===== config.mk =====
export PLATFORM = sky130hd
export DESIGN_NAME = ame_front
export DESIGN_NICKNAME = d
export VERILOG_FILES = /design/src/sv/ame_pkg.sv /design/src/sv/ame_front.sv
export SDC_FILE = /design/constraint.sdc
export NUM_CORES = 1
export LEC_CHECK = 0
export BUFFER_PORTS_ARGS = -buffer_cell sky130_fd_sc_hd__buf_2
export CAP_MARGIN = 20
export CORE_AREA = 2 2 55 57
export DETAILED_ROUTE_END_ITERATION = 16
export DIE_AREA = 0 0 57 59
export PLACE_DENSITY = 0.79
export SLEW_MARGIN = 20
export SYNTH_ARGS = -nofsm -noshare
export SYNTH_HDL_FRONTEND = slang
export SYNTH_SLANG_ARGS = --single-unit

===== constraint.sdc =====
create_clock -name vclk -period 0.8
set_input_delay 0.04 -clock vclk [all_inputs]
set_output_delay 0.04 -clock vclk [all_outputs]
set_load 0.05 [all_outputs]

===== src/sv/ame_pkg.sv =====
// Shared types and constants of the accumulator machine execute unit.
// Used by every module of the block; depends on nothing else.
package ame_pkg;

    localparam int DEF_MEM_DEPTH  = 256;
    localparam int DEF_DATA_WIDTH = 32;

    // Stream widths: tdata is padded to whole bytes.
    localparam int S_TDATA_W = 64;
    localparam int M_TDATA_W = 80;
    localparam int M_TUSER_W = 2;

    // Depth of the queue between the decode front and the execute back.
    localparam int QUEUE_DEPTH = 2;
    localparam int QPTR_W      = $clog2(QUEUE_DEPTH);
    localparam int QCNT_W      = $clog2(QUEUE_DEPTH + 1);

    typedef enum logic [4:0] {
        OP_LDM     = 5'd0,
        OP_LDD     = 5'd1,
        OP_LDX     = 5'd2,
        OP_LDR     = 5'd3,
        OP_STO     = 5'd4,
        OP_STX     = 5'd5,
        OP_ADD     = 5'd6,
        OP_INC     = 5'd7,
        OP_DEC     = 5'd8,
        OP_JMP     = 5'd9,
        OP_CMP     = 5'd10,
        OP_JPE     = 5'd11,
        OP_JPN     = 5'd12,
        OP_IN      = 5'd13,
        OP_OUT     = 5'd14,
        OP_LSL     = 5'd15,
        OP_LSR     = 5'd16,
        OP_AND     = 5'd17,
        OP_XOR     = 5'd18,
        OP_OR      = 5'd19,
        OP_END     = 5'd20,
        OP_PRELOAD = 5'd21
    } op_t;

    typedef enum logic [1:0] {
        CMP_LESS    = 2'd0,
        CMP_EQUAL   = 2'd1,
        CMP_GREATER = 2'd2
    } cmp_t;

    // One classified instruction as it waits in the queue.
    typedef struct packed {
        op_t         op;
        logic        err;
        logic        use_imm;
        logic [31:0] imm;
        logic [7:0]  addr;
        logic [7:0]  target;
        logic        sel_ix;
        logic [7:0]  in_byte;
    } dec_t;

    // One result beat as the execute back hands it to the output port.
    typedef struct packed {
        logic [31:0] acc;
        logic [31:0] ix;
        cmp_t        cmp;
        logic        taken;
        logic [7:0]  target;
        logic        outv;
        logic        halt;
        logic        err;
    } res_t;

endpackage


===== src/sv/ame_front.sv =====
// Decode front: unpacks an input beat and checks the operand kind against the opcode.
// Depends on ame_pkg.
module ame_front import ame_pkg::*; (
    input  logic [S_TDATA_W-1:0] s_tdata,
    input  logic                 s_tuser,
    output dec_t                 item
);

    logic [4:0] func;

    assign func = s_tdata[4:0];

    always_comb begin
        item.op      = op_t'(func);
        item.use_imm = s_tuser;
        item.imm     = s_tdata[36:5];
        item.addr    = s_tdata[44:37];
        item.target  = s_tdata[52:45];
        item.sel_ix  = s_tdata[53];
        item.in_byte = s_tdata[61:54];
        unique case (item.op) inside
            OP_LDM, OP_LDR, OP_LSL, OP_LSR: begin
                item.err = !s_tuser;
            end
            OP_LDD, OP_LDX, OP_STO, OP_STX, OP_INC, OP_DEC, OP_JMP, OP_JPE, OP_JPN: begin
                item.err = s_tuser;
            end
            OP_ADD, OP_CMP, OP_IN, OP_OUT, OP_AND, OP_XOR, OP_OR, OP_END, OP_PRELOAD: begin
                item.err = 1'b0;
            end
            default: begin
                // Opcodes past the preload code are not defined.
                item.err = 1'b1;
            end
        endcase
    end

endmodule


==> impl_metrics.env <==
export IMPL_cp_start_kind="input port"
export IMPL_num_vias=247
export IMPL_antenna_diode_count=0
export IMPL_status="complete, but fails checks"
export IMPL_critPathRequiredTime_ns=0.76
export IMPL_die_x_um=57
export IMPL_finalHoldViolations=0
export IMPL_grt_overflow=0
export IMPL_synth_area_um2=574.3
export IMPL_hold_depth=0
export IMPL_cts_hold_fix_buffers=0
export IMPL_track_usage_pct=4.847
export IMPL_place_gp_congestion=0.7068
export IMPL_critPathMaxStageDelay_ns=0.29
export IMPL_area_growth_pct=-52.94
export IMPL_worstSetupEndpointType="primary output"
export IMPL_relSlewSlack_pct=83.55
export IMPL_viasPerCell=3.921
export IMPL_violations="negative setup slack"
export IMPL_drv_slew=0
export IMPL_clock_buffers=0
export IMPL_post_route_util_pct=9.972
export IMPL_p_per_area_nw_per_um2=780.4
export IMPL_synth_top_area_share_pct=82.35
export IMPL_wl_per_cell_um=15.37
export IMPL_ir_drop_v=0.0002727
export IMPL_grt_pass1_wl_um=1304
export IMPL_synth_warnings=0
export IMPL_final_cell_area_um2=270.3
export IMPL_tightest_slew_ns=0.2484
export IMPL_fmax_ghz=0.8647
export IMPL_timing_final_crit_share_pct=144.6
export IMPL_power_total_uw=210.9
export IMPL_coreArea_um2=2710
export IMPL_first_iter_violations=17
export IMPL_path_cells="buf_8, nand2b_4, mux2_4, o32a_1, o211ai_1, buf_4"
export IMPL_drive_gt1_share_pct=62.50
export IMPL_seq_cells=0
export IMPL_io_pins=129
export IMPL_io_buffers=13
export IMPL_die_area_um2=3363
export IMPL_syn_instance_count=78
export IMPL_setup_viol=1
export IMPL_syn_area_per_cell_um2=7.363
export IMPL_path_class="input port to primary output"
export IMPL_antenna_found_initial=0
export IMPL_synth_top_area_cell="buf_4"
export IMPL_synth_net_count=143
export IMPL_grt_max_degree=7
export IMPL_drc=0
export IMPL_multi_input_area_um2=107.6
export IMPL_cap_violations=0
export IMPL_dr_pass1_iters=3
export IMPL_grt_pass1_vias=251
export IMPL_rsz0062_at_grt="true"
export IMPL_power_leakage_uw=0.0001244
export IMPL_yosysSeqAreaShare_pct=0
export IMPL_critical_path_arrival_ns=1.12
export IMPL_yosysUniqueCellTypes=13
export IMPL_worst_path_buf_inv=2
export IMPL_min_path_type="input port to primary output"
export IMPL_wirelength_um=968
export IMPL_start_util_pct=21.19
export IMPL_ant_nets=0
export IMPL_cp_depth=6
export IMPL_fillers=312
export IMPL_die_h_um=59
export IMPL_startpoint="s_tdata[2]"
export IMPL_layout_setup_ws_ns=-0.3565
export IMPL_crit_slowest_cell="mux2_4"
export IMPL_fin_nets=99
export IMPL_critPathCapture="item[58]"
export IMPL_period_minus_slack_ns=1.157
export IMPL_cp_max_fo=4
export IMPL_synth_area_top_cells="buf_4, nand2b_1, mux2_2"
export IMPL_placed_cell_area_um2=222.7
export IMPL_seq_area_um2=0
export IMPL_cpLargestDelayFamily="compound AO/OA/AOI/OAI gates"
export IMPL_fp_row_count=19
cell usage in the layout (no fill, tap or decap):
master    count
or3_1         1
o32a_1        1
a32oi_1       1
buf_8         1
buf_4         7
o211ai_1      1
mux2i_1       1
nand2_1       3
nand2b_1      1
buf_2         9
buf_6         1
xnor2_1       1
nor3_1        1
mux2_4        1
a21oi_1       1
nand2b_4      1
power by group:
part	switching, uW	internal [uW]	leakage (uW)
logic	128	83.1	0.000124
clock network	0	0	0
registers	0	0	0
area by class of cell:
cell class	instances	share of cell area [%]
multi-input cells	14	39.81
repair buffers	18	45.83
well taps	31	14.35
layer usage:
layer  track usage, %  up-vias  routed length (um)
met5                0        -                   0
met4            7.309        0                 144
met3            3.493       30                 221
met2            8.210       35                 442
met1            2.381       89                 159
li1                 -       93                   -
synthesized netlist by cell type:
library cell,count
a21oi_1,1
a32oi_1,1
buf_2,1
buf_4,63
mux2_2,1
mux2i_1,1
nand2_1,3
nand2b_1,2
nor3_1,1
o211ai_1,1
o32a_1,1
or3_1,1
xnor2_1,1
through the flow:
step | worst slack, ns | cells | hold slack (ns) | TNS (ns)
after floorplan | -0.6984 | 78 | 0.2471 | -0.6984
after global placement | -0.4312 | 61 | 0.08034 | -0.4312
after detailed placement | -0.4516 | 61 | 0.08034 | -0.4516
after CTS | -0.3555 | 62 | 0.08034 | -0.3555
after global routing | -0.3989 | 63 | 0.08007 | -0.3989
final | -0.3565 | 63 | 0.08002 | -0.3565
how the worst min path moves through the flow:
stage / endpoint / start
floorplan: item[0] / s_tdata[54]
global placement: item[0] / s_tdata[54]
detailed placement: item[0] / s_tdata[54]
CTS: item[0] / s_tdata[54]
global route: item[56] / s_tdata[36]
finish: item[34] / s_tdata[14]
cells by family after synthesis:
family,after synthesis,share of synthesized area (%)
buf+inv,64,83.22
simple gates,7,6.100
xor+xnor,1,1.525
compound gates,4,5.447
mux,2,3.704
what timing repair did:
action | CTS | global route
pin swaps | 2 | 2
resized for setup | 9 | 0
setup buffers | 1 | 1
endpoints found under the setup margin | 1 | 1
Power figures use the tool's default switching activity.
