`src/sv/ame_pkg.sv`:
```
// Shared types and constants of the accumulator machine execute unit.
// Used by every module of the block; depends on nothing else.
package ame_pkg;

    localparam int DEF_MEM_DEPTH  = 256;
    localparam int DEF_DATA_WIDTH = 32;

    // Stream widths: tdata is padded to whole bytes.
    localparam int S_TDATA_W = 64;
    localparam int M_TDATA_W = 80;
    localparam int M_TUSER_W = 2;

    // Depth of the queue between the decode front and the execute back.
    localparam int QUEUE_DEPTH = 2;
    localparam int QPTR_W      = $clog2(QUEUE_DEPTH);
    localparam int QCNT_W      = $clog2(QUEUE_DEPTH + 1);

    typedef enum logic [4:0] {
        OP_LDM     = 5'd0,
        OP_LDD     = 5'd1,
        OP_LDX     = 5'd2,
        OP_LDR     = 5'd3,
        OP_STO     = 5'd4,
        OP_STX     = 5'd5,
        OP_ADD     = 5'd6,
        OP_INC     = 5'd7,
        OP_DEC     = 5'd8,
        OP_JMP     = 5'd9,
        OP_CMP     = 5'd10,
        OP_JPE     = 5'd11,
        OP_JPN     = 5'd12,
        OP_IN      = 5'd13,
        OP_OUT     = 5'd14,
        OP_LSL     = 5'd15,
        OP_LSR     = 5'd16,
        OP_AND     = 5'd17,
        OP_XOR     = 5'd18,
        OP_OR      = 5'd19,
        OP_END     = 5'd20,
        OP_PRELOAD = 5'd21
    } op_t;

    typedef enum logic [1:0] {
        CMP_LESS    = 2'd0,
        CMP_EQUAL   = 2'd1,
        CMP_GREATER = 2'd2
    } cmp_t;

    // One classified instruction as it waits in the queue.
    typedef struct packed {
        op_t         op;
        logic        err;
        logic        use_imm;
        logic [31:0] imm;
        logic [7:0]  addr;
        logic [7:0]  target;
        logic        sel_ix;
        logic [7:0]  in_byte;
    } dec_t;

    // One result beat as the execute back hands it to the output port.
    typedef struct packed {
        logic [31:0] acc;
        logic [31:0] ix;
        cmp_t        cmp;
        logic        taken;
        logic [7:0]  target;
        logic        outv;
        logic        halt;
        logic        err;
    } res_t;

endpackage

```
`src/sv/ame_queue.sv`:
```
// Short FIFO that decouples the decode front from the execute back.
// Depends on ame_pkg for the entry type and depth.
module ame_queue import ame_pkg::*; (
    input  logic aclk,
    input  logic aresetn,
    input  logic push_valid,
    output logic push_ready,
    input  dec_t push_item,
    output logic pop_valid,
    input  logic pop,
    output dec_t pop_item
);

    dec_t              entry_reg [QUEUE_DEPTH];
    logic [QPTR_W-1:0] wr_ptr_reg;
    logic [QPTR_W-1:0] rd_ptr_reg;
    logic [QCNT_W-1:0] count_reg;
    logic              push;
    logic              pop_fire;

    assign push_ready = count_reg != QCNT_W'(QUEUE_DEPTH);
    assign pop_valid  = count_reg != '0;
    assign push       = push_valid && push_ready;
    assign pop_fire   = pop && pop_valid;
    assign pop_item   = entry_reg[rd_ptr_reg];

    always_ff @(posedge aclk) begin
        if (!aresetn) begin
            wr_ptr_reg <= '0;
            rd_ptr_reg <= '0;
            count_reg  <= '0;
        end else begin
            if (push) begin
                wr_ptr_reg <= wr_ptr_reg + 1'b1;
            end
            if (pop_fire) begin
                rd_ptr_reg <= rd_ptr_reg + 1'b1;
            end
            if (push && !pop_fire) begin
                count_reg <= count_reg + 1'b1;
            end else if (pop_fire && !push) begin
                count_reg <= count_reg - 1'b1;
            end
        end
    end

    always_ff @(posedge aclk) begin
        if (push) begin
            entry_reg[wr_ptr_reg] <= push_item;
        end
    end

endmodule

```
`config.mk`:
```
export PLATFORM = sky130hd
export DESIGN_NAME = ame_queue
export DESIGN_NICKNAME = d
export VERILOG_FILES = /design/src/sv/ame_pkg.sv /design/src/sv/ame_queue.sv
export SDC_FILE = /design/constraint.sdc
export NUM_CORES = 1
export LEC_CHECK = 0
export BUFFER_PORTS_ARGS = -buffer_cell sky130_fd_sc_hd__buf_4
export CAP_MARGIN = 20
export CORE_MARGIN = 3
export CORE_UTILIZATION = 55
export DETAILED_ROUTE_END_ITERATION = 12
export GPL_ROUTABILITY_DRIVEN = 0
export HOLD_SLACK_MARGIN = 0.03
export PLACE_DENSITY_LB_ADDON = 0.08
export RECOVER_POWER = 100
export SETUP_SLACK_MARGIN = 0.3
export SLEW_MARGIN = 20
export SYNTH_ARGS = -nofsm -noshare
export SYNTH_HDL_FRONTEND = slang
export SYNTH_SLANG_ARGS = --single-unit
```
`constraint.sdc`:
```
create_clock -name aclk -period 5.5 [get_ports aclk]
set_input_delay 1.1 -clock aclk [delete_from_list [all_inputs] [get_ports aclk]]
set_output_delay 1.1 -clock aclk [all_outputs]
set_load 0.02 [all_outputs]
```
==> results.sh, run 1 <==
export IMPL_relSlewSlack_pct=-64.2
export IMPL_rrSetupSlack_ns=1.78
export IMPL_min_from="count_reg[1]"
export IMPL_yosysMostFrequentCell="edfxtp_1"
export IMPL_start_util_pct=57.9
export IMPL_area_growth_pct=28.2
export IMPL_numPortBuffers=133
export IMPL_violations="capacitance limit, slew limit"
export IMPL_maxClockFrequency_mhz=241
export IMPL_reg2reg_depth=3
export IMPL_drive_above_1_share_pct=39.6
export IMPL_rsz0062_at_grt="false"
export IMPL_cp_start_kind="register"
export IMPL_postCtsSetupRepairBufs=0
export IMPL_synth_seq_area_share_pct=81.2
export IMPL_core_sq_mm=0.00838
export IMPL_synth_cell_types=20
export IMPL_setup_viol=0
export IMPL_dp_cells=457
export IMPL_fp_dieH_um=100
export IMPL_cts_root_buf="clkbuf_8"
export IMPL_track_usage_pct=18.0
export IMPL_syn_inst=223
export IMPL_first_iter_violations=100
export IMPL_die_area_sq_mm=0.0100
export IMPL_synthTopCellsByArea="edfxtp_1 (79%), mux2_2 (15%), dfxtp_1 (2.1%), buf_4 (0.93%), and2_1 (0.52%)"
export IMPL_synth_seq_cells=133
export IMPL_cts_buffers=17
export IMPL_crit_type="register to output pin"
export IMPL_largest_reg_flops=128
export IMPL_yosys_warnings=0
export IMPL_viasPerCell=5.18
export IMPL_gr_total_overflow=0
export IMPL_dp_hpwl_um=5740
export IMPL_final_util_pct=74.3
export IMPL_netlist_area_sq_mm=0.00486
export IMPL_synth_top_area_share_pct=79.1
export IMPL_cts_resized=0
export IMPL_timing_rr_start="count_reg[0]"
export IMPL_wire_per_inst_um=17.6
export IMPL_hold_violations=0
export IMPL_wl_um=8580
export IMPL_reg2reg_to="entry_reg[1][58]"
export IMPL_grt_pass1_wl_um=13300
export IMPL_fin_nets=440
export IMPL_hp_class="register to register"
export IMPL_synth_top_area_cell="edfxtp_1"
export IMPL_diodes=0
export IMPL_ant_nets=0
export IMPL_holdPathEnd="count_reg[1]"
export IMPL_final_cells=489
export IMPL_final_setup_tns_ns=0
export IMPL_status="complete, but fails checks"
export IMPL_cts_tree="built"
export IMPL_hold_ws_ns=0.564
export IMPL_synth_edf_count=128
export IMPL_post_route_min_period_ns=4.15
export IMPL_arrival_ns=3.05
export IMPL_critical_path_peak_fanout=38
export IMPL_period_share_pct=75.4
export IMPL_htree_levels=4
export IMPL_grt_max_degree=45
export IMPL_irDropWorstVdd_mv=0.269
export IMPL_clk_pin_slew_ns=0.06
export IMPL_holdPathStages=2
export IMPL_p_leak_nw=2.15
export IMPL_max_clock_path_buffers=2
export IMPL_powerDensity_mw_per_mm2=500
export IMPL_ys_flop_type="edfxtp_1"
export IMPL_grt_pass1_vias=2722
export IMPL_synthArstFlopShare_pct=0
export IMPL_cp_end_kind="output pin"
export IMPL_antenna_found_initial=0
export IMPL_insertion_delay_ns=0.50
export IMPL_max_slew_worst_pin_slew_ns=2.46
export IMPL_syn_area_per_cell_sq_um=21.8
export IMPL_ctsHoldBuffers=0
export IMPL_netlist_top_cells_count="edfxtp_1 (128), mux2_2 (64), buf_4 (6)"
export IMPL_final_setup_skew_ns=0.00493
export IMPL_vias=2531
export IMPL_finalMaxSlewViolations=128
export IMPL_synth_fp_nets=292
export IMPL_clock_sinks=133
export IMPL_cap_viol_max_count=3
export IMPL_drt_pass1_iter_count=6
export IMPL_drc=0
export IMPL_die_w_um=100
export IMPL_worstPathRequired_ns=4.40
export IMPL_io_pins=134
export IMPL_std_cell_rows=33
through the flow:
stage	area, sq um	worst slack (ns)	power (W)
detailed placement	5960	2.42	0.00222
CTS	6530	1.87	0.00328
floorplan	4860	2.42	0.00188
global placement	5960	2.40	0.00220
global route	6230	1.10	0.00325
finish	6230	1.35	0.00312
where the power goes:
part | internal [W] | switching (W)
Combinational | 0.000283 | 0.000434
Clock | 0.000645 | 0.000409
Sequential | 0.00127 | 0.0000706
worst max-delay path by stage:
stage / endpoint / slack [ns] / depth (start not counted)
2_1_floorplan: entry_reg[1][0] / 2.42 / 1
3_3_place_gp: pop_item[18] / 2.40 / 3
3_5_place_dp: pop_item[14] / 2.42 / 3
4_1_cts: pop_item[14] / 1.87 / 3
5_1_grt: pop_item[1] / 1.10 / 3
6_report: pop_item[48] / 1.35 / 3
cell families after synthesis:
| logic type | Yosys count | synth area share [%] |
|---|---|---|
| simple gates | 9 | 1.34 |
| flops | 133 | 81.2 |
| xor+xnor | 3 | 0.541 |
| mux | 64 | 14.8 |
| fa+ha+maj | 1 | 0.258 |
| compound gates | 5 | 0.721 |
| buf+inv | 8 | 1.11 |
cells in the final DEF (no fill, tap or decap):
master      instances
a21bo_2             1
a21boi_0            2
and2_0              2
and2_1              2
and3_1              1
buf_4              10
bufinv_16           2
clkbuf_1           78
clkbuf_16          16
clkbuf_4           48
clkbuf_8            1
clkinv_2            3
clkinv_4            1
clkinvlp_4          6
dfxtp_1             5
edfxtp_1          128
ha_1                1
inv_1               1
inv_6               3
mux2_1              4
mux2_2             60
nand2b_1            1
nand3b_1            1
o21ai_0             2
or2_2               1
or3_1               1
xnor2_1             2
xor2_1              1
area by class of cell:
class                           instances  area (sq um)
Inverter                                1          3.75
Multi-Input combinational cell         82           852
Sequential cell                       133          3940
Fill cell                             593          2150
Tap cell                              105           131
Clock buffer                           17           414
Timing Repair Buffer                  136           728
Clock inverter                         15           155
worst max-delay path, cell delays in order, from the launching register on:
cell	delay, ns
dfxtp_1	1.44
buf_4	0.53
mux2_2	0.39
clkbuf_1	0.18
routing by layer:
metal	vias up	routed length, um	global-route usage (%)
li1	1183	-	-
met1	1220	3370	21.3
met2	109	4340	29.1
met3	19	715	6.88
met4	0	155	8.50
met5	-	0	0
Power figures use the tool's default switching activity.
==> run 2: changes to the inputs <==
Settings changed: ABC_AREA from default to 1, CORE_UTILIZATION 55 to 52.
Clock period 5.5 ns to 4.35 ns, I/O delays scaled along.
==> results.sh, run 2 <==
export IMPL_design_area_sq_mm=0.00652
export IMPL_fillCellCount=713
export IMPL_final_common_cell="edfxtp_1"
export IMPL_yosysMostFrequentCell="edfxtp_1"
export IMPL_synthMuxAreaShare_pct=18.3
export IMPL_yosys_warnings=0
export IMPL_critical_path_endpoint="entry_reg[1][43]"
export IMPL_largest_reg_flops=128
export IMPL_synth_fa_ha_area_share_pct=0.242
export IMPL_final_setup_skew_ns=0.00413
export IMPL_fin_nets=454
export IMPL_cell_internal_pwr_w=0.00290
export IMPL_syn_inst=236
export IMPL_postCtsSetupRepairBufs=0
export IMPL_grt_pass1_vias=2779
export IMPL_period_share_pct=76.9
export IMPL_reg2reg_depth=5
export IMPL_synthArstFlopShare_pct=0
export IMPL_setup_viol=0
export IMPL_synth_top_area_cell="edfxtp_1"
export IMPL_p_sw_w=0.00113
export IMPL_placed_area_sq_mm=0.00626
export IMPL_total_power_w=0.00402
export IMPL_cp_end_kind="register"
export IMPL_synth_edf_count=128
export IMPL_max_clock_path_buffers=2
export IMPL_die_area_sq_mm=0.0112
export IMPL_violations="capacitance limit, slew limit"
export IMPL_die_w_um=106
export IMPL_diodes=0
export IMPL_crit_chain="inv_1 > nand2_1 > nand2_1 > nor2_1 > buf_12"
export IMPL_drt_pass1_iter_count=4
export IMPL_hold_ws_ns=0.503
export IMPL_ctsHoldBuffers=0
export IMPL_clk_pin_slew_ns=0.06
export IMPL_insertion_delay_ns=0.50
export IMPL_slowest_delay_ns=2.08
export IMPL_synth_simple_gate_area_share_pct=1.45
export IMPL_fp_dieH_um=106
export IMPL_core_sq_mm=0.00946
export IMPL_crit_path_top_delay_cell="nor2_1"
export IMPL_timing_rr_start="count_reg[0]"
export IMPL_rsz0062_at_grt="false"
export IMPL_synth_fp_nets=305
export IMPL_dp_hpwl_um=5550
export IMPL_synth_cell_types=15
export IMPL_max_slew_worst_pin_slew_ns=2.84
export IMPL_relSlewSlack_pct=-89.9
export IMPL_track_usage_pct=16.4
export IMPL_multi_input_area_sq_um=842
export IMPL_cts_buffers=17
export IMPL_status="complete, but fails checks"
export IMPL_numPortBuffers=133
export IMPL_cap_viol_max_count=2
export IMPL_wire_per_inst_um=16.5
export IMPL_critical_path_peak_fanout=33
export IMPL_rrSetupSlack_ns=1.01
export IMPL_finalMaxSlewViolations=64
export IMPL_syn_area_per_cell_sq_um=21.9
export IMPL_cp_start_kind="register"
export IMPL_netlist_top_cells_count="edfxtp_1 (128), mux2_4 (60), nand2_1 (9)"
export IMPL_powerDensity_mw_per_mm2=617
export IMPL_combPwrFrac_pct=23.2
export IMPL_cts_resized=0
export IMPL_reg2reg_to="entry_reg[1][43]"
export IMPL_final_util_pct=68.9
export IMPL_clkPwrFrac_pct=34.0
export IMPL_gr_total_overflow=0
export IMPL_drt_met1_wl_um=3600
export IMPL_layout_common_cells="edfxtp_1 (128), buf_4 (64), mux2_1 (58)"
export IMPL_wl_um=8690
export IMPL_drive_above_1_share_pct=37.3
export IMPL_synthTopCellsByArea="edfxtp_1 (74%), mux2_4 (17%), buf_12 (2.3%), dfxtp_1 (1.9%), mux2_2 (0.87%)"
export IMPL_ys_flop_type="edfxtp_1"
export IMPL_vias=2542
export IMPL_ant_nets=0
export IMPL_synth_compound_area_share_pct=0.436
export IMPL_area_growth_pct=26.3
export IMPL_top_layer_used="met4"
export IMPL_io_pins=134
export IMPL_arrival_ns=3.53
export IMPL_first_iter_violations=86
export IMPL_worstPathRequired_ns=4.53
export IMPL_netlist_area_sq_mm=0.00516
export IMPL_p_leak_nw=2.43
export IMPL_synth_seq_area_share_pct=76.4
export IMPL_grt_pass1_wl_um=13800
export IMPL_post_route_min_period_ns=3.34
export IMPL_holdPathStages=2
export IMPL_antenna_found_initial=0
export IMPL_start_util_pct=54.6
export IMPL_p_seq_share_pct=42.8
export IMPL_regArea_sq_mm=0.00395
export IMPL_hp_class="register to register"
export IMPL_crit_type="register to register"
export IMPL_clock_sinks=133
export IMPL_wl_met3_um=681
export IMPL_std_cell_rows=35
export IMPL_grt_max_degree=49
export IMPL_synth_top_area_share_pct=74.5
export IMPL_dr_wl_met2_um=4340
export IMPL_critPathLaunch="count_reg[0]"
export IMPL_viasPerCell=4.83
export IMPL_synth_xor_area_share_pct=0
export IMPL_htree_levels=4
export IMPL_swShare_pct=28.0
export IMPL_drc=0
export IMPL_synth_seq_cells=133
export IMPL_synth_top_family_by_area="multiplexers"
export IMPL_hold_violations=0
export IMPL_cts_root_buf="clkbuf_8"
export IMPL_cp_common_cell="nand2_1"
export IMPL_cts_tree="built"
export IMPL_final_setup_tns_ns=0
export IMPL_irDropWorstVdd_mv=0.404
export IMPL_maxClockFrequency_mhz=299
[run 2: changes by cell type in the layout (fill, tap and decap cells not counted), sizes merged, moves of 3 or more]
cell	change
clkinv	+3
clkbuf	-54
nor2	+8
inv	+5
clkinvlp	-4
nand2	+9
and2	-4
buf	+56
[run 2: area by class of cell]
type                       instances  share of cell area, %
clock buffer                      18                   6.41
clock inverter                    13                   2.44
inverter                           8                  0.461
multi-input combinational         88                   12.9
sequential                       133                   60.6
tap                              129                   2.48
timing repair buffer             137                   14.7
[run 2: metrics by stage]
| step | worst slack (ns) | cells |
|---|---|---|
| after floorplan | 0.219 | 236 |
| after global placement | 1.71 | 495 |
| after detailed placement | 1.68 | 495 |
| after CTS | 1.14 | 526 |
| after global routing | 0.644 | 526 |
| final | 1.01 | 526 |
[run 2: critical path: cells and delay by family, from the launching register on]
family | cells | cell delay, ns
AND/OR/NAND/NOR | 3 | 2.27
flip-flops | 1 | 0.35
buffers and inverters | 2 | 0.39
[run 2: per-layer routing]
layer	global-route usage, %	vias to the layer above
li1	-	1213
met1	19.2	1230
met2	27.2	92
met3	6.74	7
met4	6.38	0
met5	0	-
[run 2: how the worst min path moves through the flow]
| stage | startpoint | to | slack (ns) |
|---|---|---|---|
| global placement | rd_ptr_reg | rd_ptr_reg | 0.48 |
| finish | rd_ptr_reg | register | 0.50 |
| global route | push_item[23] | entry_reg[1][23] | 0.54 |
| detailed placement | rd_ptr_reg | register | 0.48 |
| floorplan | rd_ptr_reg | register | 0.47 |
| CTS | rd_ptr_reg | rd_ptr_reg | 0.51 |
[run 2: cell families after synthesis]
group / after synthesis
buffers and inverters: 15
muxes: 64
and+or+nand+nor: 19
AOI/OAI and AO/OA: 4
adders and majority gates: 1
DFF: 133
[run 2: power by group through the flow]
stage	registers [W]	clock network, W	logic (W)
after global routing	0.00174	0.00146	0.00101
after floorplan	0.00170	0	0.000818
final	0.00172	0.00137	0.000935
after detailed placement	0.00177	0	0.00112
after CTS	0.00174	0.00140	0.00113
after global placement	0.00176	0	0.00110
==> run 3: changes to the inputs <==
Clock period 4.35 ns to 3.3 ns, I/O delays scaled along.
==> results.sh, run 3 (synthesized netlist as in run 2, its figures left out) <==
export IMPL_cp_buffers_inverters=2
export IMPL_fin_nets=454
export IMPL_post_route_min_period_ns=2.74
export IMPL_crit_chain="buf_4 > mux2_1 > buf_4"
export IMPL_viasPerCell=4.88
export IMPL_antenna_found_initial=0
export IMPL_die_area_sq_mm=0.0112
export IMPL_placed_area_sq_mm=0.00628
export IMPL_cp_common_cell="buf_4"
export IMPL_finalMaxSlewViolations=65
export IMPL_wire_per_inst_um=16.8
export IMPL_die_w_um=106
export IMPL_gr_total_overflow=0
export IMPL_cts_tree="built"
export IMPL_arrival_ns=2.08
export IMPL_crit_type="register to output pin"
export IMPL_insertion_delay_ns=0.51
export IMPL_max_clock_path_buffers=2
export IMPL_cts_root_buf="clkbuf_8"
export IMPL_cp_end_kind="output pin"
export IMPL_irDropWorstVdd_mv=0.422
export IMPL_final_setup_skew_ns=0.00969
export IMPL_ant_nets=0
export IMPL_grt_pass1_vias=2786
export IMPL_cp_start_kind="register"
export IMPL_crit_path_top_delay_cell="dfxtp_2"
export IMPL_std_cell_rows=35
export IMPL_area_growth_pct=26.8
export IMPL_worstPathRequired_ns=2.64
export IMPL_core_sq_mm=0.00946
export IMPL_final_common_cell="edfxtp_1"
export IMPL_grt_max_degree=65
export IMPL_critical_path_peak_fanout=24
export IMPL_numPortBuffers=133
export IMPL_wl_um=8840
export IMPL_start_util_pct=54.6
export IMPL_ctsHoldBuffers=0
export IMPL_fp_dieH_um=106
export IMPL_cts_buffers=17
export IMPL_first_iter_violations=130
export IMPL_violations="capacitance limit, slew limit"
export IMPL_powerDensity_mw_per_mm2=832
export IMPL_relSlewSlack_pct=-11.9
export IMPL_cap_viol_max_count=1
export IMPL_hp_class="input port to register"
export IMPL_grt_pass1_wl_um=13800
export IMPL_slowest_delay_ns=0.72
export IMPL_maxClockFrequency_mhz=365
export IMPL_drt_pass1_iter_count=4
export IMPL_diodes=0
export IMPL_clock_sinks=133
export IMPL_vias=2565
export IMPL_drc=0
export IMPL_dp_hpwl_um=5650
export IMPL_drive_above_1_share_pct=37.3
export IMPL_final_cells=526
export IMPL_hold_violations=0
export IMPL_postCtsSetupRepairBufs=0
export IMPL_setup_viol=0
export IMPL_rsz0062_at_grt="false"
export IMPL_period_share_pct=83.1
export IMPL_largest_reg_flops=128
export IMPL_max_slew_worst_pin_slew_ns=1.68
export IMPL_io_pins=134
export IMPL_layout_common_cells="edfxtp_1 (128), buf_4 (64), mux2_1 (56)"
export IMPL_clk_pin_slew_ns=0.06
export IMPL_hold_ws_ns=0.357
export IMPL_status="complete, but fails checks"
export IMPL_p_leak_nw=2.44
export IMPL_design_area_sq_mm=0.00655
export IMPL_htree_levels=4
export IMPL_dp_cells=495
export IMPL_cp_top_family="flip-flops"
export IMPL_track_usage_pct=16.7
export IMPL_cts_resized=0
==> run 3: cell types whose count changed in the layout (fill, tap and decap cells not counted), sizes merged <==
cell | previous run | this run
clkinvlp | 2 | 1
clkinv | 7 | 8
inv | 9 | 8
bufinv | 3 | 5
clkbuf | 89 | 88
==> run 3: final cells by class <==
cell class / instances / area, sq um
Clock inverter: 14 / 210
Clock buffer: 17 / 414
Timing Repair Buffer: 137 / 931
Multi-Input combinational cell: 88 / 853
Tap cell: 129 / 161
Sequential cell: 133 / 3950
Inverter: 8 / 30.0
Fill cell: 703 / 2910
==> run 3: worst register-to-register path, cell delays in order (launching register included) <==
cell	delay (ns)
dfxtp_1	0.36
inv_1	0.10
nand2_1	0.09
nand2_1	0.14
nor2_1	0.36
buf_2	1.15
==> run 3: path summary, 6_finish.rpt <==
path / start / slack [ns] / depth (start not counted) / endpoint
max reg2reg: count_reg[0] / 0.68 / 5 / entry_reg[1][39]
min: push_item[17] / 0.36 / 1 / entry_reg[1][17]
min reg2reg: rd_ptr_reg / 0.51 / 2 / rd_ptr_reg
max: register / 0.56 / 3 / pop_item[47]
==> run 3: stage by stage <==
step           utilization [%]  setup TNS, ns  power [W]  setup slack [ns]
6_report                  69.2              0    0.00545             0.557
5_1_grt                   69.2              0    0.00570             0.381
4_1_cts                   72.9              0    0.00577             0.618
3_5_place_dp              66.3              0    0.00381              1.17
3_3_place_gp              66.3              0    0.00378              1.18
2_1_floorplan                -         -79.44    0.00332            -0.621
==> run 3: layer usage <==
metal | track usage, % | wire length (um) | vias to the layer above
li1 | - | - | 1214
met1 | 19.3 | 3530 | 1243
met2 | 27.6 | 4490 | 100
met3 | 7.41 | 729 | 8
met4 | 5.92 | 89 | 0
met5 | 0 | 0 | -
==> run 3: where the power goes <==
group	switching [W]	leakage, nW	internal [W]
Clock	0.000654	0.303	0.00129
Sequential	0.0000887	1.24	0.00215
Combinational	0.000735	0.905	0.000527
Total	0.00148	2.44	0.00397
